## src/rtl/core/timer_table_scheduler_top_assert.svh

```systemverilog
// Assertion macros for the timer table scheduler.
// Used by the top level; expects clk and rst_n in scope.
`ifndef TIMER_TABLE_SCHEDULER_TOP_ASSERT_SVH
`define TIMER_TABLE_SCHEDULER_TOP_ASSERT_SVH

// implication checked every cycle outside reset
`define TTS_ASSERT_IMP(lbl, ante, cons, msg) \
  lbl: assert property (@(posedge clk) disable iff (!rst_n) (ante) |-> (cons)) \
    else $error(msg);

// implication checked on the following cycle
`define TTS_ASSERT_NEXT(lbl, ante, cons, msg) \
  lbl: assert property (@(posedge clk) disable iff (!rst_n) (ante) |=> (cons)) \
    else $error(msg);

`endif

```

## src/rtl/core/tts_ram.sv

```systemverilog
`timescale 1ns / 1ps
// Generic single-write, single-read RAM with registered read data.
// No dependencies.
module tts_ram #(
  parameter int WIDTH = 64,
  parameter int DEPTH = 32
) (
  input  logic                     clk,
  input  logic                     we,
  input  logic [$clog2(DEPTH)-1:0] waddr,
  input  logic [WIDTH-1:0]         wdata,
  input  logic [$clog2(DEPTH)-1:0] raddr,
  output logic [WIDTH-1:0]         rdata
);
  logic [WIDTH-1:0] mem [DEPTH];

  always_ff @(posedge clk) begin
    if (we) begin
      mem[waddr] <= wdata;
    end
    rdata <= mem[raddr];
  end
endmodule

```

## config.mk

```make
export PLATFORM = sky130hd
export DESIGN_NAME = tts_ram
export DESIGN_NICKNAME = d
export VERILOG_FILES = /design/src/rtl/core/timer_table_scheduler_top_assert.svh /design/src/rtl/core/tts_ram.sv
export SDC_FILE = /design/constraint.sdc
export NUM_CORES = 2
export LEC_CHECK = 0
export BUFFER_PORTS_ARGS = -buffer_cell sky130_fd_sc_hd__buf_4
export CAP_MARGIN = 15
export CORE_MARGIN = 5
export CORE_UTILIZATION = 60
export CTS_BUF_LIST = sky130_fd_sc_hd__clkbuf_8
export DETAILED_ROUTE_END_ITERATION = 16
export GPL_ROUTABILITY_DRIVEN = 0
export PLACE_DENSITY = 0.89
export SYNTH_ARGS = -nofsm -noshare
export SYNTH_HDL_FRONTEND = slang
export SYNTH_SLANG_ARGS = --single-unit
```

## constraint.sdc

```tcl
create_clock -name clk -period 9.4 [get_ports clk]
set_clock_uncertainty 0.15 [all_clocks]
set_input_delay 0 -clock clk [delete_from_list [all_inputs] [get_ports clk]]
set_output_delay 0 -clock clk [all_outputs]
set_load 0.01 [all_outputs]
```

After elaboration in Yosys (flattened, before gate mapping)
Memories as Yosys holds them, arrays and structs flattened. A register that Yosys moved wholly into a read port is not among the register bits.
Cells that the tools add are included.
{"block": "totals", "latch_bits": 0, "wordCells": 3, "reg_bits": 0, "mem_bits_rw": 2048, "mem_bits_ro": 0, "in_bits": 76, "output_inout_bits": 64, "memories": 1}
{"memory": "mem", "words": 32, "width": 64, "rd": 1, "rd_ports_with_merged_regs": 1, "wr": 1, "line": "tts_ram.sv:15", "rtl": "logic [WIDTH-1:0] mem [DEPTH];"}
{"block": "op_classes", "reduce_logical": 0, "muxes": 2, "div_mod_pow": 0, "eq_ne": 0, "multipliers": 0, "shift": 0, "addsub": 0, "magnitude_cmp": 0, "n_bitwise": 0}
{"operator": "$mux 1", "n": 2}

Longest topological paths before layout
{"block": "depth", "depth_word": 2, "mapped_depth": 9, "mapped_depth_nobuf": 4}

Worst setup path before layout
No wires, ideal clock.
{"block": "synth_timing", "kind": "input -> register", "start": "input port waddr[1]", "end": "memory mem[12][0] (enable)", "arrival_time_ns": 3.336, "stages": 3, "setup_slack_ns": 5.428, "path_buffers": 1, "t_required_ns": 8.764, "setup_time_ns": 0.486, "cell_sequence": "or3b_2 > clkbuf_1 > nor2_1"}
{"element": "start, declared", "line": "tts_ram.sv:10", "rtl": "input logic [$clog2(DEPTH)-1:0] waddr,"}
{"element": "end, declared", "line": "tts_ram.sv:15"}
No word-level cell before the write port.

==> results.py <==
metrics = {
    "logic_synthesis": {
        "yosysTopAreaCell": "edfxtp_1",
        "synthCells": 3097,
        "synth-seq-cells": 2112,
        "yosysWarnings": 0,
        "synth_seq_area_share_pct": 79.50,
        "yosysMostFrequentCell": "edfxtp_1",
        "async_reset_ff_share_pct": 0,
        "syn_avg_cell_area_sq_um": 25.50,
        "synth.area.top_cells": "edfxtp_1 (78%), mux4_2 (17%), dfxtp_1 (1.6%), mux2_2 (1.1%), mux2i_1 (0.48%)",
        "synth.distinct_cells": 31,
        "syn_nets": 3173,
        "yosys_most_used_dff": "edfxtp_1",
        "synth_top_area_share_pct": 77.88,
        "synth_edf_count": 2048,
        "synthTopCellsByCount": "edfxtp_1 (2,048), mux4_2 (602), mux2_2 (74)",
        "netlist_area_sq_um": 78960,
    },
    "routing": {
        "wire_per_inst_um": 36.76,
        "routed_wl_um": 206800,
        "post-route-drc-count": 0,
        "vias": 38770,
        "initialDrtViolationCount": 6783,
        "dr.pass1.iters": 5,
        "vias_per_cell": 6.894,
        "ant_nets": 0,
    },
    "clock_tree": {
        "cts.clk_slew.worst_paths_ns": 0.06,
        "numCtsBuffers": 327,
        "clock-sinks": 2112,
        "cts_tree": "yes",
        "cts_buffer_depth": 4,
        "post_cts_resized": 0,
        "htreeDepth": 5,
        "ctsRootBufferMaster": "clkbuf_8",
        "worstSkewPairLatency_ns": 1.00,
    },
    "power": {
        "p_seq_share_pct": 56.9,
        "ir_worst_vdd_mv": 0.1927,
        "power.internal_mw": 14.49,
        "p_leak_nw": 28.68,
        "p_sw_mw": 4.068,
        "switching_share_pct": 21.92,
        "clkPwrFrac_pct": 37.7,
        "cellPowerDensity_nw_per_um2": 206.9,
        "power_frac_comb_pct": 5.4,
        "finalPower_mw": 18.56,
    },
    "floorplan": {
        "io_pins": 140,
        "die_y_um": 372.8,
        "die_w_um": 372.8,
        "start_util_pct": 60.22,
        "rows": 133,
        "core_area_sq_um": 131100,
        "die_area_sq_um": 139000,
    },
    "hold_path": {
        "hold_depth": 3,
        "hold_path_end": "rdata[2]",
        "worstHoldPathType": "input port to flip-flop",
        "hp-start": "raddr[3]",
    },
    "timing": {
        "fin_crit_sh_pct": 38.13,
        "setup_viol": 0,
        "hold_slack_ns": 0.1687,
        "rsz0062_at_grt": "false",
        "final_max_slew_viol_count": 0,
        "fmax_mhz": 279.0,
        "maxSlewHeadroom_pct": 16.96,
        "fin_crit_ns": 3.584,
        "setup_ws_ns": 5.816,
        "setup_tns_ns": 0,
        "tightest_slew_ns": 1.242,
        "hold_viol": 0,
    },
    "worst_setup_path": {
        "critical_path_required_ns": 10.13,
        "path_max_fanout": 119,
        "r2r-start": "mem[29][53]",
        "worstPathArrival_ns": 4.31,
        "cp-end-kind": "flip-flop",
        "rr_worst_depth": 4,
        "path_class": "input port to flip-flop",
        "r2r-end": "rdata[53]",
        "startpoint_type": "input port",
        "r2r_slack_ns": 6.91,
    },
    "final_layout": {
        "area_growth_pct": 13.57,
        "stdcell_count": 5624,
        "fill_cells": 7072,
        "multi_input_area_sq_um": 15680,
        "nets": 3703,
        "layout-drive-gt1-share_pct": 34.17,
        "register_area_sq_um": 62780,
    },
    "global_routing": {
        "met2_usage_pct": 48.37,
        "grt_max_degree": 134,
        "grt.met3_usage_pct": 6.890,
        "grt_use_met1_pct": 39.16,
        "grt-ovfl-total": 0,
        "grt.total_usage_pct": 29.65,
        "grt_pass1_wl_um": 291700,
        "grt-busiest-layer": "met2",
        "antenna_found_initial": 11,
        "grt_pass1_vias": 40600,
    },
    "run_status": {
        "status": "complete, no violations",
    },
    "flow_run": {
        "drv_cap": 0,
    },
    "placement": {
        "dp_cells": 4905,
        "dp_hpwl_um": 105000,
        "port_buffers": 139,
        "post-place-ws_ns": 5.885,
    },
}
==> worst max path at each step <==
| stage | start | to | cells after the start |
|---|---|---|---|
| after floorplan | waddr[1] | mem[12][0] | 3 |
| after global placement | raddr[0] | rdata[63] | 5 |
| after detailed placement | raddr[0] | rdata[62] | 5 |
| after CTS | raddr[0] | rdata[53] | 7 |
| after global routing | raddr[0] | rdata[53] | 7 |
| final | raddr[0] | rdata[53] | 7 |
==> cell families after synthesis <==
group / count (synthesis) / share of synthesized area [%]
flip-flops: 2112 / 79.50
multiplexers: 714 / 18.71
buffers and inverters: 157 / 0.9444
AND/OR/NAND/NOR: 64 / 0.3787
AO/OA/AOI/OAI: 50 / 0.4659
==> repair_timing <==
item	4_1_cts	5_1_grt
endpoints found under the setup margin	0	0
hold buffers	145	0
endpoints found under the hold margin	2824	0
setup buffers	0	0
==> power by group through the flow <==
stage	combinational (mW)	clock, mW	sequential [mW]
finish	1.01	7.00	10.6
global route	1.05	7.53	10.6
CTS	0.998	7.02	10.6
detailed placement	0.936	0	10.7
global placement	0.880	0	10.7
floorplan	0.525	0	10.7
==> layout by cell type, fill, tap and decap left out, drive strengths merged <==
master and count:
a211oi 3, a221oi 12, a22o 1, a22oi 3
and2 4, buf 211, bufinv 4, clkbuf 354
clkinv 68, clkinvlp 9, dfxtp 64, diode 6
dlygate4sd3 145, edfxtp 2048, inv 132, mux2 74
mux2i 38, mux4 602, nand2 3, nand2b 2
nand3 2, nand3b 5, nor2 41, nor2b 4
o211ai 3, o21ai 9, o221ai 3, o22ai 10
o2bb2ai 3, o31a 3, or3 1, or3b 2
==> stage by stage <==
stage | area, sq um | util (%)
after floorplan | 78960 | -
after global placement | 82320 | 62.78
after detailed placement | 82320 | 62.78
after CTS | 89610 | 68.34
after global routing | 89680 | 68.39
final | 89680 | 68.39
==> worst max-delay path, cell delays in order <==
cell and delay [ns]:
dlygate4sd3_1 0.57, buf_8 0.66, buf_12 0.71, mux4_2 0.64, mux4_2 0.50, mux2_2 0.27
dlygate4sd3_1 0.56
==> routing by layer <==
metal / vias to the layer above / routed length, um
met5: - / 57
met4: 8 / 9592
met3: 616 / 28700
met2: 3871 / 102700
met1: 19710 / 65680
li1: 14570 / -
==> cell type report <==
class                           count  share of cell area [%]
Inverter                            1                0.004186
Antenna cell                        6                 0.01674
Tap cell                         1755                   2.449
Multi-Input combinational cell    828                   17.48
Timing Repair Buffer              357                   3.533
Clock inverter                    212                   1.094
Sequential cell                  2112                   70.00
Clock buffer                      353                   5.417
==> registers in the layout, indices dropped and copies added (netlist names) <==
signal	flops
mem	2048
rdata	64
No activity file was read; power rests on OpenSTA's default activity.
