--- src/rtl/core/timer_table_scheduler_top_assert.svh ---
// Assertion macros for the timer table scheduler.
// Used by the top level; expects clk and rst_n in scope.
`ifndef TIMER_TABLE_SCHEDULER_TOP_ASSERT_SVH
`define TIMER_TABLE_SCHEDULER_TOP_ASSERT_SVH

// implication checked every cycle outside reset
`define TTS_ASSERT_IMP(lbl, ante, cons, msg) \
  lbl: assert property (@(posedge clk) disable iff (!rst_n) (ante) |-> (cons)) \
    else $error(msg);

// implication checked on the following cycle
`define TTS_ASSERT_NEXT(lbl, ante, cons, msg) \
  lbl: assert property (@(posedge clk) disable iff (!rst_n) (ante) |=> (cons)) \
    else $error(msg);

`endif

--- src/rtl/core/tts_pkg.sv ---
`timescale 1ns / 1ps
// Shared types, codes and helpers for the timer table scheduler.
// No dependencies.
package tts_pkg;

  localparam int SLOTS_DEF     = 32;
  localparam int MAX_FIRES_DEF = 16;
  localparam int TIME_W        = 64;

  localparam logic [2:0] MODE_ADD     = 3'd0;
  localparam logic [2:0] MODE_RESTART = 3'd1;
  localparam logic [2:0] MODE_DELETE  = 3'd2;
  localparam logic [2:0] MODE_PROCESS = 3'd3;
  localparam logic [2:0] MODE_QUERY   = 3'd4;

  localparam logic [1:0] STS_OK       = 2'd0;
  localparam logic [1:0] STS_FULL     = 2'd1;
  localparam logic [1:0] STS_INACTIVE = 2'd2;

  typedef enum logic [1:0] {
    ST_IDLE,
    ST_SCAN,
    ST_ACT,
    ST_FLUSH
  } state_t;

  typedef struct packed {
    logic best_v;
    logic group;
    logic free_v;
  } scan_flags_t;

  function automatic logic [TIME_W-1:0] sat_add(input logic [TIME_W-1:0] a,
                                                input logic [TIME_W-1:0] b);
    logic [TIME_W:0] s;
    s = {1'b0, a} + {1'b0, b};
    return s[TIME_W] ? {TIME_W{1'b1}} : s[TIME_W-1:0];
  endfunction

endpackage

--- src/rtl/core/tts_scan.sv ---
`timescale 1ns / 1ps
// Scan accumulator: walks the slot memories one entry a cycle and keeps the
// earliest armed slot, the lowest free slot, the group match and the period
// of the addressed slot. Depends on tts_pkg.
module tts_scan #(
  parameter int SLOTS = tts_pkg::SLOTS_DEF
) (
  input  logic                      clk,
  input  logic                      clr,
  input  logic                      rd_v,
  input  logic [$clog2(SLOTS)-1:0]  rd_idx,
  input  logic                      arm_bit,
  input  logic                      alloc_bit,
  input  logic [$clog2(SLOTS)-1:0]  id_idx,
  input  logic [63:0]               due_q,
  input  logic [65:0]               per_q,
  input  logic [63:0]               ivl,
  output tts_pkg::scan_flags_t      flags,
  output logic [$clog2(SLOTS)-1:0]  best_idx,
  output logic [63:0]               best_due,
  output logic [63:0]               best_per,
  output logic                      best_isp,
  output logic                      best_fre,
  output logic [$clog2(SLOTS)-1:0]  free_idx,
  output logic [63:0]               id_per
);
  import tts_pkg::*;

  localparam int SW = $clog2(SLOTS);

  scan_flags_t      flags_r, flags_nxt;
  logic [SW-1:0]    best_idx_r, free_idx_r;
  logic [63:0]      best_due_r, best_per_r, id_per_r;
  logic             best_isp_r, best_fre_r;
  logic             take_best, take_free;

  always_comb begin
    take_best = rd_v && arm_bit && (!flags_r.best_v || due_q < best_due_r);
    take_free = rd_v && !alloc_bit && !flags_r.free_v;
    flags_nxt = flags_r;
    if (take_best) flags_nxt.best_v = 1'b1;
    if (take_free) flags_nxt.free_v = 1'b1;
    if (rd_v && arm_bit && per_q[65:2] == ivl) flags_nxt.group = 1'b1;
  end

  always_ff @(posedge clk) begin
    if (clr) begin
      flags_r <= '0;
    end else begin
      flags_r <= flags_nxt;
    end
    if (take_best) begin
      best_idx_r <= rd_idx;
      best_due_r <= due_q;
      best_per_r <= per_q[65:2];
      best_isp_r <= per_q[1];
      best_fre_r <= per_q[0];
    end
    if (take_free) free_idx_r <= rd_idx;
    if (rd_v && rd_idx == id_idx) id_per_r <= per_q[65:2];
  end

  assign flags    = flags_r;
  assign best_idx = best_idx_r;
  assign best_due = best_due_r;
  assign best_per = best_per_r;
  assign best_isp = best_isp_r;
  assign best_fre = best_fre_r;
  assign free_idx = free_idx_r;
  assign id_per   = id_per_r;
endmodule

--- config.mk ---
export PLATFORM = sky130hd
export DESIGN_NAME = tts_scan
export DESIGN_NICKNAME = d
export VERILOG_FILES = /design/src/rtl/core/timer_table_scheduler_top_assert.svh /design/src/rtl/core/tts_pkg.sv /design/src/rtl/core/tts_scan.sv
export SDC_FILE = /design/constraint.sdc
export NUM_CORES = 1
export LEC_CHECK = 0
export CORE_AREA = 2 2 162 164
export CTS_CLUSTER_DIAMETER = 120
export DETAILED_ROUTE_END_ITERATION = 8
export DIE_AREA = 0 0 164 166
export DONT_BUFFER_PORTS = 1
export GPL_ROUTABILITY_DRIVEN = 0
export PLACE_DENSITY = 0.59
export SYNTH_ARGS = -nofsm -noshare
export SYNTH_HDL_FRONTEND = slang
export SYNTH_SLANG_ARGS = --single-unit
--- constraint.sdc ---
create_clock -name clk -period 7.5 [get_ports clk]
set_input_delay 1.875 -clock clk [delete_from_list [all_inputs] [get_ports clk]]
set_output_delay 1.875 -clock clk [all_outputs]
set_load 0.005 [all_outputs]
## Word level (Yosys, flattened, before mapping)

Index checks and enable logic that the tools add are counted.

| storage, ports and cells | value |
|---|---|
| output and inout port bits | 207 |
| register bits after elaboration | 207 |
| word-level logic and storage cells | 23 |
| input bits | 209 |

| cells by class | value |
|---|---|
| reduce and logical (&&, ||, !) cells | 10 |
| equal/unequal tests | 2 |
| $lt $le $gt $ge | 1 |

Operator list:

| kind | number |
|---|---|
| 64-bit == test | 1 |
| 64-bit less-than comparator | 1 |
| 1-bit logical AND | 6 |
| 5-bit == test | 1 |
| 1-bit logical NOT | 3 |
| 1-bit logical OR | 1 |

## Logic depth before layout (Yosys ltp)

| logic depth | value |
|---|---|
| word-level depth | 3 |
| mapped depth | 8 |

## Worst setup path before layout

Ideal clock, no wire load.

| path | value |
|---|---|
| path kind | input to register |
| from | input port due_q[33] |
| to | register best_due_r[0] (netlist: best_due[0]), enable pin |
| buffers on the path | 0 |
| slack | 0.782 ns |
| data required time | 6.993 ns |
| stages | 7 |
| data arrival time | 6.211 ns |
| library setup time | 0.507 ns |
| cells stage by stage | ha_1 -> a21o_1 -> a221o_1 -> a221oi_1 -> nor2_1 -> nor4_2 -> a31o_1 |

| between the ends | value |
|---|---|
| longest elaborated chain between the ends | 3 |

RTL lines:

| element | line | text |
|---|---|---|
| start, declared | tts_scan.sv:15 | `input logic [63:0] due_q,` |
| 64-bit less-than comparator | tts_scan.sv:38 | `take_best = rd_v && arm_bit && (!flags_r.best_v \|\| due_q < best_due_r);` |
| 1-bit logical OR | tts_scan.sv:38 |  |
| 1-bit logical AND | tts_scan.sv:38 |  |
| via take_best | tts_scan.sv:35 | `logic take_best, take_free;` |
| end signal, assigned | tts_scan.sv:54 | `best_due_r <= due_q;` |
| end, declared | tts_scan.sv:33 | `logic [63:0] best_due_r, best_per_r, id_per_r;` |

The timed path passes the listed nets, and every way through them passes these cells.
A chain may end at the register's enable or synchronous reset.

## Worst setup path after layout

| path | value |
|---|---|
| from | input port due_q[51] |
| to | register best_per_r[34] (netlist: best_per[34]), enable pin |

| between the ends | value |
|---|---|
| longest elaborated chain between the ends | 3 |

RTL lines:

| element | line | text |
|---|---|---|
| 64-bit less-than comparator | tts_scan.sv:38 |  |
| 1-bit logical OR | tts_scan.sv:38 |  |
| 1-bit logical AND | tts_scan.sv:38 |  |
| via take_best | tts_scan.sv:35 |  |
| end signal, assigned | tts_scan.sv:55 | `best_per_r <= per_q[65:2];` |
| end, declared | tts_scan.sv:33 |  |

The timed path passes the listed nets, and every way through them passes these cells.

==> run_results.csv <==
group,metric,value,unit
outcome,status,"finished, final reports clean",
global_routing,overflow,0,
sta,setup-tns-final,0,ns
global_routing,grt_max_degree,78,
worst_setup_path,critPathKind,"in -> reg",
clock_tree,htreeDepth,1,
yosys,synth_ff_type,"edfxtp_1",
global_routing,grt_pass1_vias,5124,
yosys,syn_area,8630,µm²
placed_design,dp_hpwl,17.1,mm
sta,whs,0.545,ns
routing,first_pass_iters,4,
clock_tree,hold_buffers,0,
yosys,synth_cell_types,42,
clock_tree,cts.sinks,207,
routing,wirelength,22.1,mm
power_and_ir_drop,combPwrFrac,0.061,
clock_tree,clkTransAtPathRegs,0.06,ns
power_and_ir_drop,pwr-share-seq,0.520,
worst_setup_path,worstPathMaxFanout,77,
finish,fillers,2333,
finish,final_nets,844,
worst_setup_path,crit_required,7.67,ns
finish,seqCellArea,6190,µm²
sta,finalClockSkew,0.00839,ns
sta,fin_crit_sh,0.605,
finish,multi_input_area,2170,µm²
power_and_ir_drop,intPower,2.10,mW
power_and_ir_drop,p_per_area,273,nW/µm²
min_path,holdCritPathClass,"reg -> reg",
placed_design,io_buffers,0,
power_and_ir_drop,clock_power_share,0.419,
clock_tree,cts_tree,"built",
sta,rsz0062_at_grt,"no",
yosys,synth.net_count,819,
global_routing,antenna_found_initial,0,
routing,ant_nets,0,
clock_tree,cts-resized-gates,0,
yosys,synth-edff-count,204,
worst_setup_path,startpoint_type,"primary input",
clock_tree,cts_buffers,22,
yosys,seq_area_frac_synth,0.717,
floorplan,io_pins,416,
floorplan,rows,59,
finish,mostFrequentLayoutCells,"edfxtp_1, inv_1, ha_1",
power_and_ir_drop,p_leak,3.66,nW
worst_setup_path,rr_startpoint,"best_due[33]$_DFFE_PP_",
routing,drcViolationCount,0,
routing,via_count,4717,
worst_setup_path,crit_start,"due_q[51]",
run,cap_violations,0,
sta,relSlewSlack,0.183,
worst_setup_path,end_kind,"flop",
routing,via_per_inst,5.11,
finish,n_antenna_cell,0,
sta,tightest_slew,1.23,ns
sta,fin_crit,4.54,ns
floorplan,dieHeight,166,µm
yosys,async_reset_ff_frac,0,
global_routing,gr-usage-all-layers,0.155,
worst_setup_path,cp_data_arrival_time,4.71,ns
finish,drive_gt1_frac,0.0765,
finish,final_util,0.384,
power_and_ir_drop,p_total,2.69,mW
routing,first_iter_violations,320,
min_path,hold_start,"flags[0]$_SDFFE_PP0P_",
yosys,syn-mean-instance-area,15.8,µm²
yosys,yosys_warnings,0,
power_and_ir_drop,p_sw,595,µW
sta,report.final.slew_viol_count,0,
sta,max_freq,220,MHz
routing,wl_per_cell,24.0,µm
power_and_ir_drop,vdd_drop_max,0.153,mV
clock_tree,worst_skew_pair.late_latency,0.51,ns
floorplan,core_area,25600,µm²
clock_tree,cts_setup_buffers,0,
clock_tree,cts-root-buf,"clkbuf_16",
yosys,synthCells,547,
global_routing,grt_pass1_wl,31.5,mm
floorplan,initial_core_util,0.337,
clock_tree,clock_path_buffers,3,
floorplan,die_w,164,µm
finish,syn2layout_area_growth,14.1,%
floorplan,fp.dieArea,27200,µm²
sta,hold_viol,0,
power_and_ir_drop,switching_share,0.221,
sta,setup_viol,0,
yosys,ys_ff_latch,207,
finish,final_common_cell,"edfxtp_1",
synthesized netlist by cell type (all sizes together), types with 2 or more instances:
| cell | instances | area share |
|---|---|---|
| nor3 | 3 | 0.0017 |
| nand4 | 14 | 0.010 |
| a221o | 2 | 0.0023 |
| o22ai | 5 | 0.0043 |
| nand2b | 4 | 0.0029 |
| ha | 63 | 0.091 |
| edfxtp | 204 | 0.71 |
| a21oi | 22 | 0.013 |
| a22o | 3 | 0.0030 |
| nor4 | 13 | 0.011 |
| and4 | 4 | 0.0041 |
| a211oi | 4 | 0.0035 |
| dfxtp | 3 | 0.0070 |
| or4 | 2 | 0.0022 |
| a221oi | 5 | 0.0051 |
| nand2 | 18 | 0.0078 |
| o21ai | 9 | 0.0052 |
| xnor2 | 15 | 0.015 |
| nand3 | 4 | 0.0029 |
| a21o | 4 | 0.0035 |
| xor2 | 41 | 0.042 |
| inv | 78 | 0.034 |
| nor3b | 2 | 0.0017 |
| nor2 | 12 | 0.0052 |
| a41oi | 2 | 0.0020 |
state kept, by name (all words and copies together), names as in the netlist:
signal    cells
best_per     64
free_idx      5
best_due     64
id_per       64
flags         3
best_fre      1
best_idx      5
best_isp      1
critical path, cell delays in order:
cell      delay [ns]
ha_1            0.28
a21oi_1         0.17
o21ai_0         0.10
a221oi_1        0.45
o22ai_1         0.19
a31oi_1         0.19
a31o_4          0.95
buf_12          0.40
routing by layer:
layer	wire, µm	track usage	share of wire
met2	11500	0.283	0.52
met5	0	0	0
met3	2700	0.0634	0.12
met1	7370	0.158	0.33
met4	600	0.0511	0.027
power by group through the flow:
stage / logic [mW] / clock network (mW) / registers (mW)
3_3_place_gp: 0.157 / 0 / 1.42
4_1_cts: 0.167 / 1.16 / 1.40
2_1_floorplan: 0.120 / 0 / 1.41
6_report: 0.164 / 1.13 / 1.40
3_5_place_dp: 0.165 / 0 / 1.42
5_1_grt: 0.188 / 1.20 / 1.41
stage by stage:
step	area (µm²)	setup WS [ns]	instances
after global placement	9090	2.56	883
after global routing	9850	2.75	923
after CTS	9850	3.01	923
after floorplan	8630	0.782	547
final	9850	2.96	923
after detailed placement	9090	2.47	883
cells by family (layout without fill, tap and decap cells):
group	Yosys count	after routing	share of synthesized area
XOR/XNOR	56	56	0.0568
buffers and inverters	78	119	0.0339
adder cells (fa/ha/maj)	63	63	0.0913
AND/OR/NAND/NOR	79	79	0.0517
flip-flops	207	207	0.717
AO/OA/AOI/OAI	64	64	0.0497
cell type report:
cell class	instances	area share
clock buffer	22	0.0559
clock inverter	18	0.0213
inverter	78	0.0297
multi-input combinational	262	0.220
sequential	207	0.628
tap	335	0.0426
timing repair buffer	1	0.00203
final timing paths:
path	slack (ns)	cells after the start	to
setup / recovery	2.96	8	best_per[34]$_DFFE_PP_
hold / removal	0.55	2	flags[0]$_SDFFE_PP0P_
setup reg to reg	3.80	9	best_per[34]$_DFFE_PP_
hold reg to reg	0.55	2	flags[0]$_SDFFE_PP0P_
Power figures use the tool's default switching activity.
